--- config.mk ---
export PLATFORM = sky130hd
export DESIGN_NAME = abal_walk
export DESIGN_NICKNAME = d
export VERILOG_FILES = /design/src/rtl/abal_pkg.sv /design/src/rtl/abal_walk.sv
export SDC_FILE = /design/constraint.sdc
export NUM_CORES = 1
export LEC_CHECK = 0
export ABC_CLOCK_PERIOD_IN_PS = 23900
export CORE_ASPECT_RATIO = 1.75
export CORE_MARGIN = 3
export CORE_UTILIZATION = 30
export DETAILED_ROUTE_END_ITERATION = 10
export DONT_BUFFER_PORTS = 1
export HOLD_SLACK_MARGIN = 0.05
export PLACE_DENSITY = 0.4
export RECOVER_POWER = 100
export SLEW_MARGIN = 40
export SYNTH_ARGS = -nofsm -noshare
export SYNTH_HDL_FRONTEND = slang
export SYNTH_SLANG_ARGS = --single-unit
--- constraint.sdc ---
create_clock -name clk_i -period 23.9 [get_ports clk_i]
set_clock_uncertainty 0.1 [all_clocks]
set_input_delay 4.78 -clock clk_i [delete_from_list [all_inputs] [get_ports clk_i]]
set_output_delay 4.78 -clock clk_i [all_outputs]
set_load 0.005 [all_outputs]
--- src/rtl/abal_pkg.sv ---
package abal_pkg;

  localparam int unsigned REQ_W     = 14;
  localparam int unsigned IN_OFF_W  = 13;
  localparam int unsigned OUT_OFF_W = 13;

  typedef enum logic {
    CMD_ALLOC = 1'b0,
    CMD_FREE  = 1'b1
  } abal_cmd_e;

  typedef enum logic [1:0] {
    STAT_OK       = 2'd0,
    STAT_NOFIT    = 2'd1,
    STAT_NOTFOUND = 2'd2,
    STAT_FULL     = 2'd3
  } abal_status_e;

  typedef enum logic [1:0] {
    S_IDLE,
    S_WALK,
    S_RESULT
  } abal_state_e;

  typedef struct packed {
    logic size_we;
    logic start_we;
  } abal_wr_t;

  typedef struct packed {
    logic                 valid;
    abal_status_e         status;
    logic [OUT_OFF_W-1:0] offset;
  } abal_res_t;

endpackage

--- src/rtl/abal_walk.sv ---
module abal_walk import abal_pkg::*; #(
  parameter int unsigned ARENA_BYTES  = 8192,
  parameter int unsigned HEADER_BYTES = 8,
  parameter int unsigned MAX_BLOCKS   = 512,
  localparam int unsigned START_W = $clog2(ARENA_BYTES),
  localparam int unsigned IDX_W   = $clog2(MAX_BLOCKS)
) (
  input  logic                clk_i,
  input  logic                rst_ni,
  input  logic                in_valid_i,
  input  logic                command_i,
  input  logic [REQ_W-1:0]    request_bytes_i,
  input  logic [IN_OFF_W-1:0] payload_offset_i,
  output logic                in_stall_o,
  input  logic                out_ready_i,
  output abal_res_t           res_o,
  output logic [IDX_W-1:0]    rd_addr_o,
  input  logic [START_W-1:0]  rd_start_i,
  input  logic [REQ_W-1:0]    rd_size_i,
  output abal_wr_t            wr_o,
  output logic [IDX_W-1:0]    wr_addr_o,
  output logic [START_W-1:0]  wr_start_o,
  output logic [REQ_W-1:0]    wr_size_o
);

  localparam int unsigned CNT_W = $clog2(MAX_BLOCKS + 1);
  localparam int unsigned SUM_W = ((START_W > REQ_W) ? START_W : REQ_W) + 2;
  localparam logic [SUM_W-1:0] ARENA_S = SUM_W'(ARENA_BYTES);
  localparam logic [SUM_W-1:0] HDR_S   = SUM_W'(HEADER_BYTES);
  localparam logic [CNT_W-1:0] MAX_C   = CNT_W'(MAX_BLOCKS);

  abal_state_e          state_q, state_d;
  abal_cmd_e            cmd_q;
  logic [REQ_W-1:0]     req_q;
  logic [IN_OFF_W-1:0]  off_q;
  logic [CNT_W-1:0]     count_q, count_d;
  logic [IDX_W-1:0]     idx_q;
  logic [START_W-1:0]   prev_start_q;
  logic [REQ_W-1:0]     prev_size_q;
  abal_status_e         status_q, status_d;
  logic [OUT_OFF_W-1:0] grant_q, grant_d;

  logic                 accept;
  logic [CNT_W-1:0]     cnt_m1;
  logic [IDX_W-1:0]     last_idx;
  logic                 is_last;
  logic [SUM_W-1:0]     cur_s, cur_z, req_s, prev_s, pos, cur_pay;
  logic                 gap_hit, last_fit, app_fit, tbl_full, free_hit, first_fit;

  assign accept   = in_valid_i && (state_q == S_IDLE);
  assign cnt_m1   = count_q - CNT_W'(1);
  assign last_idx = cnt_m1[IDX_W-1:0];
  assign is_last  = (idx_q == last_idx);

  assign cur_s   = SUM_W'(rd_start_i);
  assign cur_z   = SUM_W'(rd_size_i);
  assign req_s   = SUM_W'(req_q);
  assign prev_s  = SUM_W'(prev_start_q);
  assign cur_pay = cur_s + HDR_S;
  assign pos     = cur_pay + cur_z;

  // free block in front of the current one whose gap is exactly the request
  assign gap_hit   = (idx_q != '0) && (prev_size_q == '0) &&
                     (prev_s + HDR_S + req_s == cur_s);
  assign last_fit  = (rd_size_i == '0) && (cur_pay + req_s <= ARENA_S);
  assign app_fit   = (pos + HDR_S + req_s <= ARENA_S);
  assign tbl_full  = (count_q >= MAX_C);
  assign free_hit  = (cur_pay == SUM_W'(off_q));
  assign first_fit = (HDR_S + SUM_W'(request_bytes_i) <= ARENA_S);

  assign in_stall_o = (state_q != S_IDLE);

  always_comb begin
    state_d    = state_q;
    count_d    = count_q;
    status_d   = status_q;
    grant_d    = grant_q;
    rd_addr_o  = idx_q + IDX_W'(1);
    wr_o       = '0;
    wr_addr_o  = idx_q;
    wr_start_o = '0;
    wr_size_o  = req_q;
    res_o      = '0;

    unique case (state_q)
      S_IDLE: begin
        rd_addr_o = '0;
        if (accept) begin
          if (abal_cmd_e'(command_i) == CMD_ALLOC) begin
            if (request_bytes_i == '0) begin
              status_d = STAT_NOFIT;
              grant_d  = '0;
              state_d  = S_RESULT;
            end else if (count_q == '0) begin
              if (first_fit) begin
                wr_o.size_we  = 1'b1;
                wr_o.start_we = 1'b1;
                wr_addr_o     = '0;
                wr_size_o     = request_bytes_i;
                count_d       = CNT_W'(1);
                status_d      = STAT_OK;
                grant_d       = OUT_OFF_W'(HEADER_BYTES);
              end else begin
                status_d = STAT_NOFIT;
                grant_d  = '0;
              end
              state_d = S_RESULT;
            end else begin
              state_d = S_WALK;
            end
          end else if (count_q == '0) begin
            status_d = STAT_NOTFOUND;
            grant_d  = '0;
            state_d  = S_RESULT;
          end else begin
            state_d = S_WALK;
          end
        end
      end

      S_WALK: begin
        if (cmd_q == CMD_ALLOC) begin
          if (gap_hit) begin
            wr_o.size_we = 1'b1;
            wr_addr_o    = idx_q - IDX_W'(1);
            status_d     = STAT_OK;
            grant_d      = OUT_OFF_W'(prev_s + HDR_S);
            state_d      = S_RESULT;
          end else if (is_last) begin
            state_d = S_RESULT;
            grant_d = '0;
            if (last_fit) begin
              wr_o.size_we = 1'b1;
              status_d     = STAT_OK;
              grant_d      = OUT_OFF_W'(cur_pay);
            end else if (!app_fit) begin
              status_d = STAT_NOFIT;
            end else if (tbl_full) begin
              status_d = STAT_FULL;
            end else begin
              // append a new block right behind the last payload
              wr_o.size_we  = 1'b1;
              wr_o.start_we = 1'b1;
              wr_addr_o     = count_q[IDX_W-1:0];
              wr_start_o    = START_W'(pos);
              count_d       = count_q + CNT_W'(1);
              status_d      = STAT_OK;
              grant_d       = OUT_OFF_W'(pos + HDR_S);
            end
          end
        end else begin
          grant_d = '0;
          if (free_hit) begin
            wr_o.size_we = 1'b1;
            wr_size_o    = '0;
            status_d     = STAT_OK;
            state_d      = S_RESULT;
          end else if (is_last) begin
            status_d = STAT_NOTFOUND;
            state_d  = S_RESULT;
          end
        end
      end

      S_RESULT: begin
        res_o.valid  = 1'b1;
        res_o.status = status_q;
        res_o.offset = grant_q;
        if (out_ready_i) begin
          state_d = S_IDLE;
        end
      end

      default: begin
        state_d = S_IDLE;
      end
    endcase
  end

  always_ff @(posedge clk_i or negedge rst_ni) begin
    if (!rst_ni) begin
      state_q <= S_IDLE;
      count_q <= '0;
    end else begin
      state_q <= state_d;
      count_q <= count_d;
    end
  end

  always_ff @(posedge clk_i) begin
    status_q <= status_d;
    grant_q  <= grant_d;
    if (accept) begin
      cmd_q <= abal_cmd_e'(command_i);
      req_q <= request_bytes_i;
      off_q <= payload_offset_i;
      idx_q <= '0;
    end else if (state_q == S_WALK) begin
      idx_q        <= idx_q + IDX_W'(1);
      prev_start_q <= rd_start_i;
      prev_size_q  <= rd_size_i;
    end
  end

endmodule

==> run summary, run 1 <==
Seq cells post-synth - 91
Flop pwr share - 28.3%
total leakage power - 0.003537 uW
xor and xnor area share after synthesis - 9.992%
Final GP Congestion - 0.8615
Adder-Cell Fraction of Synth Area - 9.895%
Period minus WS final - 18130 ps
worst path required time - 19020 ps
Place WS - 7344 ps
detailed placer's ending HPWL - 29960 um
reg2reg setup slack - 17280 ps
H-tree depth - 3
Worst Path Class, Setup - primary input to output pin
Crit. Startpoint - rd_start_i[7]
number of buffers added on ports - 0
Stages on worst setup path - 22
Critical Path AT - 13250 ps
worst min path class - register to register
Compound-Gate Fraction of Synth Area - 23.95%
grt ovf - 0
status - finished, violations left
I/O pin cnt - 123
Post-DRT Antenna Nets - 0
violated checks - max-capacitance violations, max-slew violations
vias in the first global route - 8472
FP Rows - 83
global-route wire length before repair - 54330 um
CTS sink count - 91
CTS tree - done
Post-synth ARST share - 13.19%
post-synthesis mux area share - 1.136%
Final #Nets - 1168
Max Buffers Root-to-Sink - 2
Crit path top cell by count - nand3_1
Post-Syn Area - 9029 um^2
final WL - 36940 um
synth warn - 0
area share of the largest cell type after synthesis - 23.28%
Slowest cell on crit path - nor4_1
Min Hold Slack - 471.5 ps
FF-to-FF End - count_q[0]$_DFFE_PN0P_
final std cells w/o fill - 1427
via/cell ratio - 5.840
core footprint - 29490 um^2
Post-synth EDFFs - 70
syn_area_per_cell - 8.574 um^2
simple logic cell fraction of the synthesized area - 22.81%
post_cts resized - 0
Post-Syn Nets - 1181
cells along the critical path - nand3_1, nor2_1, nand3_1, xnor2_1, ha_1, a21o_1, a211oi_1, and3_1, nand4_1, nor2_1, xnor2_1, ha_1, a2111oi_0, o211ai_1, a31oi_1, a2bb2o_1, nor4b_1, a41o_1, o21ai_0, nor4_1, nand3_1, nor3_1
Critical R2R Launch - req_q[0]$_DFFE_PP_
die height - 235.5 um
Comb pwr share - 56.0%
CP max stage delay - 1880 ps
Worst IR Drop VDD - 0.03746 mV
WL/cell - 25.89 um
Main synth FF type - edfxtp_1
initial antenna violation count - 1
Initial Util - 30.61%
worst-path fanout max - 13
Critical Path Sink - wr_start_o[4]
Placed Cells - 1411
register area share after synthesis - 28.60%
largest net degree at the start of global routing - 42
Bufs and invs on worst path - 0
most common cell in the netlist - nor2_1
GRT Total Usage - 22.88%
CTS clk-pin slew, worst paths - 70 ps
setup TNS - 0 ps
Max-slew headroom - -91.19%
switching part of the total - 48.22%
pwr/cell area - 95.80 nW/um^2
First-pass DRT Iterations - 5
clk root buf - clkbuf_16
main combinational cell family by area after synthesis - compound AO/OA/AOI/OAI gates
internal power - 479.6 uW
max-cap viol count - 3
CTS buffer count - 9
worst slew pin tran - 2868 ps
leading area contributor after synthesis - edfxtp_1
cell type group with the largest total delay on the critical path - simple AND/OR/NAND/NOR gates
# setup viols final - 0
DRC viols - 0
DIE WIDTH - 137.1 um
unrepaired setup endpoints after global routing - no
synth unique cells - 93
top post-synthesis cells by area - edfxtp_1, ha_1, xnor2_1
DRT iter0 DRCs - 484
Syn-to-layout area delta - 7.095%
Commonest cells post-synth - nor2_1, edfxtp_1, xnor2_1
Mapped Cells - 1053
depth of the most critical reg-to-reg path - 12
Tcrit/Tclk final - 75.85%
cts hold-fix bufs - 0
Critical Path Source Type - primary input
slack of the critical path - 5772 ps
CP endpoint kind - output pin
layout cell share with drive strength beyond 1 - 5.072%
Final Slew Violations - 91
detailed-route via count - 8334
final hold vios - 0
Post-CTS Setup Repair Bufs - 0
sw power - 446.7 uW
Clk pwr share - 15.7%
clock latency on the worst-skew pair - 370 ps
f_max - 55.16 MHz
die area - 32300 um^2
diode count - 0
[worst min-delay path, stage by stage (launching register included)]
cell and delay, ps:
dfxtp_1 390, nand2_1 90, a21oi_1 60
[flip-flops by register name, summed over array words and instances, names as in the netlist]
name / flops
idx_q: 9
state_q: 2
grant_q: 13
cmd_q: 1
prev_start_q: 13
req_q: 14
prev_size_q: 14
off_q: 13
count_q: 10
status_q: 2
[through the flow]
stage | power (uW) | util, % | cell area (um^2)
finish | 926.3 | 32.78 | 9669
floorplan | 625.7 | - | 9029
global route | 993.9 | 32.78 | 9669
detailed placement | 791.1 | 32.06 | 9454
CTS | 943.5 | 33.01 | 9736
global placement | 794.4 | 32.02 | 9443
[cell usage in the layout (no fill, tap or decap), types with 16 or more instances in the layout]
cell and count:
nor2_1 103, a21oi_1 63, nor4_1 22, o21ai_0 56, xor2_1 37, a21o_1 19, edfxtp_1 70, and2_0 25
a22o_1 16, xnor2_1 66, inv_1 48, nand3_1 45, nor3_1 24, nand2_1 61, a211oi_1 22, ha_1 65
[worst min-delay path by stage]
| stage | startpoint | end | slack [ps] | cells after the start |
|---|---|---|---|---|
| 2_1_floorplan | idx_q[1]$_SDFFE_PP0P_ | idx_q[1]$_SDFFE_PP0P_ | 390 | 2 |
| 3_3_place_gp | idx_q[1]$_SDFFE_PP0P_ | idx_q[1]$_SDFFE_PP0P_ | 460 | 2 |
| 3_5_place_dp | count_q[9]$_DFFE_PN0P_ | count_q[9]$_DFFE_PN0P_ | 470 | 1 |
| 4_1_cts | idx_q[1]$_SDFFE_PP0P_ | idx_q[1]$_SDFFE_PP0P_ | 480 | 2 |
| 5_1_grt | idx_q[1]$_SDFFE_PP0P_ | idx_q[1]$_SDFFE_PP0P_ | 500 | 2 |
| 6_report | idx_q[1]$_SDFFE_PP0P_ | idx_q[1]$_SDFFE_PP0P_ | 470 | 2 |
[cells by family (layout without fill, tap and decap cells)]
| logic type | after synthesis | count (layout) |
|---|---|---|
| buffers and inverters | 82 | 74 |
| AND/OR/NAND/NOR | 389 | 389 |
| multiplexers | 10 | 10 |
| adder cells (fa/ha/maj) | 69 | 69 |
| flip-flops | 91 | 91 |
| AO/OA/AOI/OAI | 309 | 309 |
| XOR/XNOR | 103 | 103 |
[final cells by class]
class                   count  area (um^2)
well taps                 382        478.0
fillers                  3200        19820
multi-input cells         880         6091
inverters                  48        180.2
clock inverters             7        56.30
clock buffers               9        225.2
flip-flops and latches     91         2582
repair buffers             10        56.30
[metal layers]
metal  track usage [%]  up-vias  wire length (um)
met5                 0        -                11
met4             14.47        2              2650
met3             4.277       93              1684
met2             42.41      256             19720
met1             22.63     4035             12870
li1                  -     3948                 -
[power groups by stage]
| stage | clock, uW | combinational (uW) | sequential (uW) |
|---|---|---|---|
| finish | 146 | 519 | 262 |
| global placement | 0 | 532 | 263 |
| floorplan | 0 | 387 | 239 |
| global route | 156 | 572 | 265 |
| CTS | 152 | 532 | 259 |
| detailed placement | 0 | 528 | 263 |
Power figures use the tool's default switching activity.
==> run 2: changes to the inputs <==
- ABC_CLOCK_PERIOD_IN_PS: 23900 -> 18950
- clock period: 23.9 -> 18.95 ns (I/O delays scaled with it)
==> run 2 against run 1 <==
Compared with the run above: the run still ends with max-capacitance violations, max-slew violations left; count of clock-buffer cells in the layout unchanged; sequential share of layout area about the same; register-to-register slack got worse by 4900 ps; core utilization about the same; total power increased by 25%; design area decreased by 0.14%; non-clock buffer count decreased by 1; flip-flop and latch count unchanged; wire length decreased by 0.81%; first-iteration DRC count decreased by 8.1%; setup slack got worse by 3100 ps; highest routed layer is now met4.
==> run summary, run 2 (synthesis results as in run 1) <==
violated checks - max-capacitance violations, max-slew violations
commonest non-fill, non-tap cell in the layout - nor2_1
H-tree depth - 3
Hold Crit Depth - 2
Placed Cells - 1410
pwr/cell area - 120.2 nW/um^2
DRT iter0 DRCs - 445
CTS tree - done
CP max stage delay - 1800 ps
global-route wire length before repair - 53120 um
worst-path fanout max - 13
area of the multi-input gates - 6091 um^2
clock latency on the worst-skew pair - 380 ps
diode count - 0
area of placed instances - 9447 um^2
met2 routed WL - 20300 um
Initial Util - 30.61%
setup TNS - 0 ps
clk root buf - clkbuf_16
Tcrit/Tclk final - 86.11%
Final Slew Violations - 91
Fillers - 3181
initial antenna violation count - 0
worst slew pin tran - 2755 ps
worst path required time - 15060 ps
worst min path class - register to register
Slowest cell on crit path - nor4_1
die area - 32300 um^2
Post-CTS Setup Repair Bufs - 0
number of buffers added on ports - 0
CP endpoint kind - output pin
Worst IR Drop VDD - 0.05190 mV
via/cell ratio - 5.787
register area - 2582 um^2
Max Used Layer - met4
# setup viols final - 0
largest net degree at the start of global routing - 42
Critical Path AT - 12430 ps
final std cells w/o fill - 1426
FP Rows - 83
CTS sink count - 91
f_max - 61.28 MHz
die height - 235.5 um
core footprint - 29490 um^2
final hold vios - 0
Critical Path Source Type - primary input
max-cap viol count - 3
WL/cell - 25.69 um
Final GP Congestion - 0.8558
cts hold-fix bufs - 0
vias in the first global route - 8458
I/O pin cnt - 123
layout cell share with drive strength beyond 1 - 4.981%
grt ovf - 0
Crit path top cell by count - nand3_1
First-pass DRT Iterations - 5
Worst Path Class, Setup - primary input to output pin
cells along the critical path - nand3_1, nor2_1, nand3_1, xnor2_1, ha_1, a21o_1, a211oi_1, and3_1, nand4_1, nor2_1, xnor2_1, ha_1, a2111oi_0, o211ai_1, a31oi_1, a2bb2o_1, nor4b_1, a41o_1, o21ai_0, nor4_1, nand3_1, nor3_1
largest registers - prev_size_q (14), req_q (14)
Post-DRT Antenna Nets - 0
WL met1 - 13060 um
Max Buffers Root-to-Sink - 2
fin area - 9656 um^2
Syn-to-layout area delta - 6.943%
DRC viols - 0
detailed placer's ending HPWL - 29770 um
Final #Nets - 1167
unrepaired setup endpoints after global routing - no
GRT Total Usage - 22.37%
total leakage power - 0.003520 uW
post_cts resized - 0
DIE WIDTH - 137.1 um
depth of the most critical reg-to-reg path - 12
final WL - 36640 um
detailed-route via count - 8252
status - finished, violations left
routed wire length on met3 - 1426 um
Period minus WS final - 16320 ps
CTS clk-pin slew, worst paths - 70 ps
Max-slew headroom - -83.76%
highest-count cells in the layout ignoring fill and taps - nor2_1, edfxtp_1, xnor2_1
CTS buffer count - 9
run 2: cell types whose count changed in the layout (fill, tap and decap cells not counted):
cell        before  now
and2_0          25   26
and2_1           4    3
inv_8            1    0
buf_4            5    4
clkinv_2         0    1
inv_4            3    2
inv_6            3    2
clkinvlp_4       0    2
run 2: area by class of cell:
class / count / area share (%)
Tap cell: 382 / 4.950
Sequential cell: 91 / 26.75
Clock buffer: 9 / 2.333
Timing Repair Buffer: 9 / 0.5054
Multi-Input combinational cell: 880 / 63.08
Inverter: 48 / 1.866
Clock inverter: 7 / 0.5183
run 2: power breakdown:
part           switching (uW)  internal, uW
logic                     417           232
clock network            91.7          90.0
registers                49.6           280
run 2: path summary, 6_finish.rpt:
check                                       from                endpoint  slack [ps]
setup / recovery                   rd_start_i[7]           wr_start_o[4]        2630
hold / removal             idx_q[1]$_SDFFE_PP0P_   idx_q[1]$_SDFFE_PP0P_         470
setup reg to reg              req_q[0]$_DFFE_PP_  count_q[0]$_DFFE_PN0P_       12410
hold reg to reg            idx_q[1]$_SDFFE_PP0P_   idx_q[1]$_SDFFE_PP0P_         470
max in group asynchronous                 rst_ni  count_q[0]$_DFFE_PN0P_       15680
min in group asynchronous                 rst_ni  state_q[0]$_DFFE_PN0P_        3000
run 2: metrics by stage:
stage / hold slack [ps] / power [uW] / utilization, % / setup slack [ps]
final: 466.5 / 1161 / 32.74 / 2632
after global routing: 504.7 / 1239 / 32.74 / 2095
after CTS: 476.0 / 1177 / 32.96 / 4053
after floorplan: 388.2 / 789.1 / - / 6173
after global placement: 464.1 / 997.3 / 31.99 / 4121
after detailed placement: 465.4 / 990.6 / 32.03 / 4112
run 2: layer usage:
layer | track usage [%] | up-vias
met5 | 0 | -
met4 | 11.32 | 0
met3 | 3.080 | 67
met2 | 43.32 | 239
met1 | 22.38 | 4003
li1 | - | 3943
run 2: worst max-delay path: cells and delay by family:
kind,cells,cell delay [ps]
adder cells (fa/ha/maj),2,820
XOR/XNOR,2,810
AO/OA/AOI/OAI,8,2220
AND/OR/NAND/NOR,10,4780
==> run 3: changes to the inputs <==
- CORE_UTILIZATION: 30 -> 65
- PLACE_DENSITY: 0.4 -> 0.77
==> run 3 against run 2 <==
Compared with the run above: the run still ends with max-capacitance violations, max-slew violations left; register-to-register slack got worse by 120 ps; die area decreased by 52%; flip-flop and latch count unchanged; final cell count decreased by 15%; hold slack got worse by 6.7 ps; total power decreased by 2.4%; critical path type unchanged; largest cell class unchanged.
==> run summary, run 3 (synthesis results as in run 1) <==
status - finished, violations left
violated checks - max-capacitance violations, max-slew violations
CP endpoint kind - output pin
clk root buf - clkbuf_16
Final Slew Violations - 91
max-cap viol count - 3
vias in the first global route - 8632
Max Buffers Root-to-Sink - 2
CTS sink count - 91
Worst IR Drop VDD - 0.06975 mV
total leakage power - 0.003534 uW
Critical Path Source Type - primary input
largest registers - prev_size_q (14), req_q (14)
core footprint - 13520 um^2
CTS clk-pin slew, worst paths - 80 ps
Crit path top cell by count - nand3_1
area of placed instances - 9176 um^2
WL/cell - 25.03 um
Bufs and invs on worst path - 0
post_cts resized - 0
GRT Total Usage - 40.25%
worst slew pin tran - 2605 ps
commonest non-fill, non-tap cell in the layout - nor2_1
layout cell share with drive strength beyond 1 - 5.182%
Crit. Startpoint - rd_start_i[7]
cts hold-fix bufs - 0
die area - 15400 um^2
number of buffers added on ports - 0
Hold Crit Depth - 2
Max-slew headroom - -73.75%
Final #Nets - 1165
H-tree depth - 3
cell type group with the largest total delay on the critical path - simple AND/OR/NAND/NOR gates
f_max - 62.11 MHz
unrepaired setup endpoints after global routing - no
diode count - 0
WL met1 - 10330 um
final hold vios - 0
Post-CTS Setup Repair Bufs - 0
worst min path class - register to register
DRT iter0 DRCs - 765
Initial Util - 66.77%
FF-to-FF End - count_q[0]$_DFFE_PN0P_
First-pass DRT Iterations - 5
CTS tree - done
Final GP Congestion - 1.069
worst path required time - 15060 ps
worst-path fanout max - 13
highest-count cells in the layout ignoring fill and taps - nor2_1, edfxtp_1, xnor2_1
I/O pin cnt - 123
fin area - 9403 um^2
CP max stage delay - 1720 ps
depth of the most critical reg-to-reg path - 12
Max Used Layer - met4
Stages on worst setup path - 22
setup TNS - 0 ps
reg2reg setup slack - 12290 ps
Period minus WS final - 16100 ps
Syn-to-layout area delta - 4.144%
# setup viols final - 0
Fillers - 1127
global-route wire length before repair - 47060 um
Tcrit/Tclk final - 84.97%
pwr/cell area - 120.5 nW/um^2
cells along the critical path - nand3_1, nor2_1, nand3_1, xnor2_1, ha_1, a21o_1, a211oi_1, and3_1, nand4_1, nor2_1, xnor2_1, ha_1, a2111oi_0, o211ai_1, a31oi_1, a2bb2o_1, nor4b_1, a41o_1, o21ai_0, nor4_1, nand3_1, nor3_1
DIE WIDTH - 95.09 um
detailed-route via count - 8633
final WL - 30430 um
detailed placer's ending HPWL - 24150 um
met2 routed WL - 15250 um
Critical Path Sink - wr_start_o[4]
Critical R2R Launch - req_q[0]$_DFFE_PP_
Critical Path AT - 12210 ps
Post-DRT Antenna Nets - 0
CTS buffer count - 9
routed wire length on met3 - 1990 um
die height - 161.9 um
FP Rows - 56
grt ovf - 0
Worst Path Class, Setup - primary input to output pin
clock latency on the worst-skew pair - 350 ps
initial antenna violation count - 0
largest net degree at the start of global routing - 42
DRC viols - 0
Slowest cell on crit path - nor4_1
via/cell ratio - 7.100
-- run 3: cell count changes in the layout (fill, tap and decap cells not counted), sizes merged --
cell | previous run | this run
buf | 4 | 6
clkinv | 1 | 2
clkbuf | 14 | 11
clkinvlp | 2 | 0
-- run 3: worst min-delay path by stage --
stage / startpoint / to / slack [ps]
after floorplan: idx_q[1]$_SDFFE_PP0P_ / idx_q[1]$_SDFFE_PP0P_ / 390
after global placement: idx_q[1]$_SDFFE_PP0P_ / idx_q[1]$_SDFFE_PP0P_ / 440
after detailed placement: idx_q[1]$_SDFFE_PP0P_ / idx_q[1]$_SDFFE_PP0P_ / 440
after CTS: idx_q[1]$_SDFFE_PP0P_ / idx_q[1]$_SDFFE_PP0P_ / 450
after global routing: idx_q[1]$_SDFFE_PP0P_ / idx_q[1]$_SDFFE_PP0P_ / 480
final: idx_q[1]$_SDFFE_PP0P_ / idx_q[1]$_SDFFE_PP0P_ / 460
-- run 3: final cells by class --
| type | count | area, um^2 | share of cell area (%) |
|---|---|---|---|
| Multi-Input combinational cell | 880 | 6096 | 64.83 |
| Sequential cell | 91 | 2582 | 27.47 |
| Inverter | 48 | 180.2 | 1.916 |
| Timing Repair Buffer | 7 | 48.80 | 0.5190 |
| Clock inverter | 6 | 48.80 | 0.5190 |
| Clock buffer | 10 | 229.0 | 2.435 |
| Tap cell | 174 | 217.7 | 2.315 |
-- run 3: metal layers --
metal | global-route usage (%) | up-vias
li1 | - | 3957
met1 | 42.71 | 4066
met2 | 69.98 | 462
met3 | 6.117 | 148
met4 | 29.63 | 0
met5 | 0 | -
-- run 3: worst min-delay path: stages (launching register included) --
cell and delay (ps):
dfxtp_1 380, nand2_1 80, a21oi_1 60
-- run 3: power by group --
part	total (uW)	internal [uW]	leakage [uW]	switching, uW
Combinational	636	232	0.00251	404
Sequential	324	280	0.000882	44.3
Clock	173	91.0	0.000140	81.8
-- run 3: stage by stage --
step / hold slack (ps) / utilization (%) / worst slack, ps / instances / power (uW)
2_1_floorplan: 388.2 / - / 6173 / 1053 / 789.1
3_3_place_gp: 437.6 / 67.74 / 4654 / 1200 / 945.2
3_5_place_dp: 443.6 / 67.86 / 4464 / 1200 / 949.1
4_1_cts: 452.9 / 69.91 / 4398 / 1216 / 1122
5_1_grt: 478.1 / 69.53 / 2271 / 1216 / 1203
6_report: 459.8 / 69.53 / 2848 / 1216 / 1133
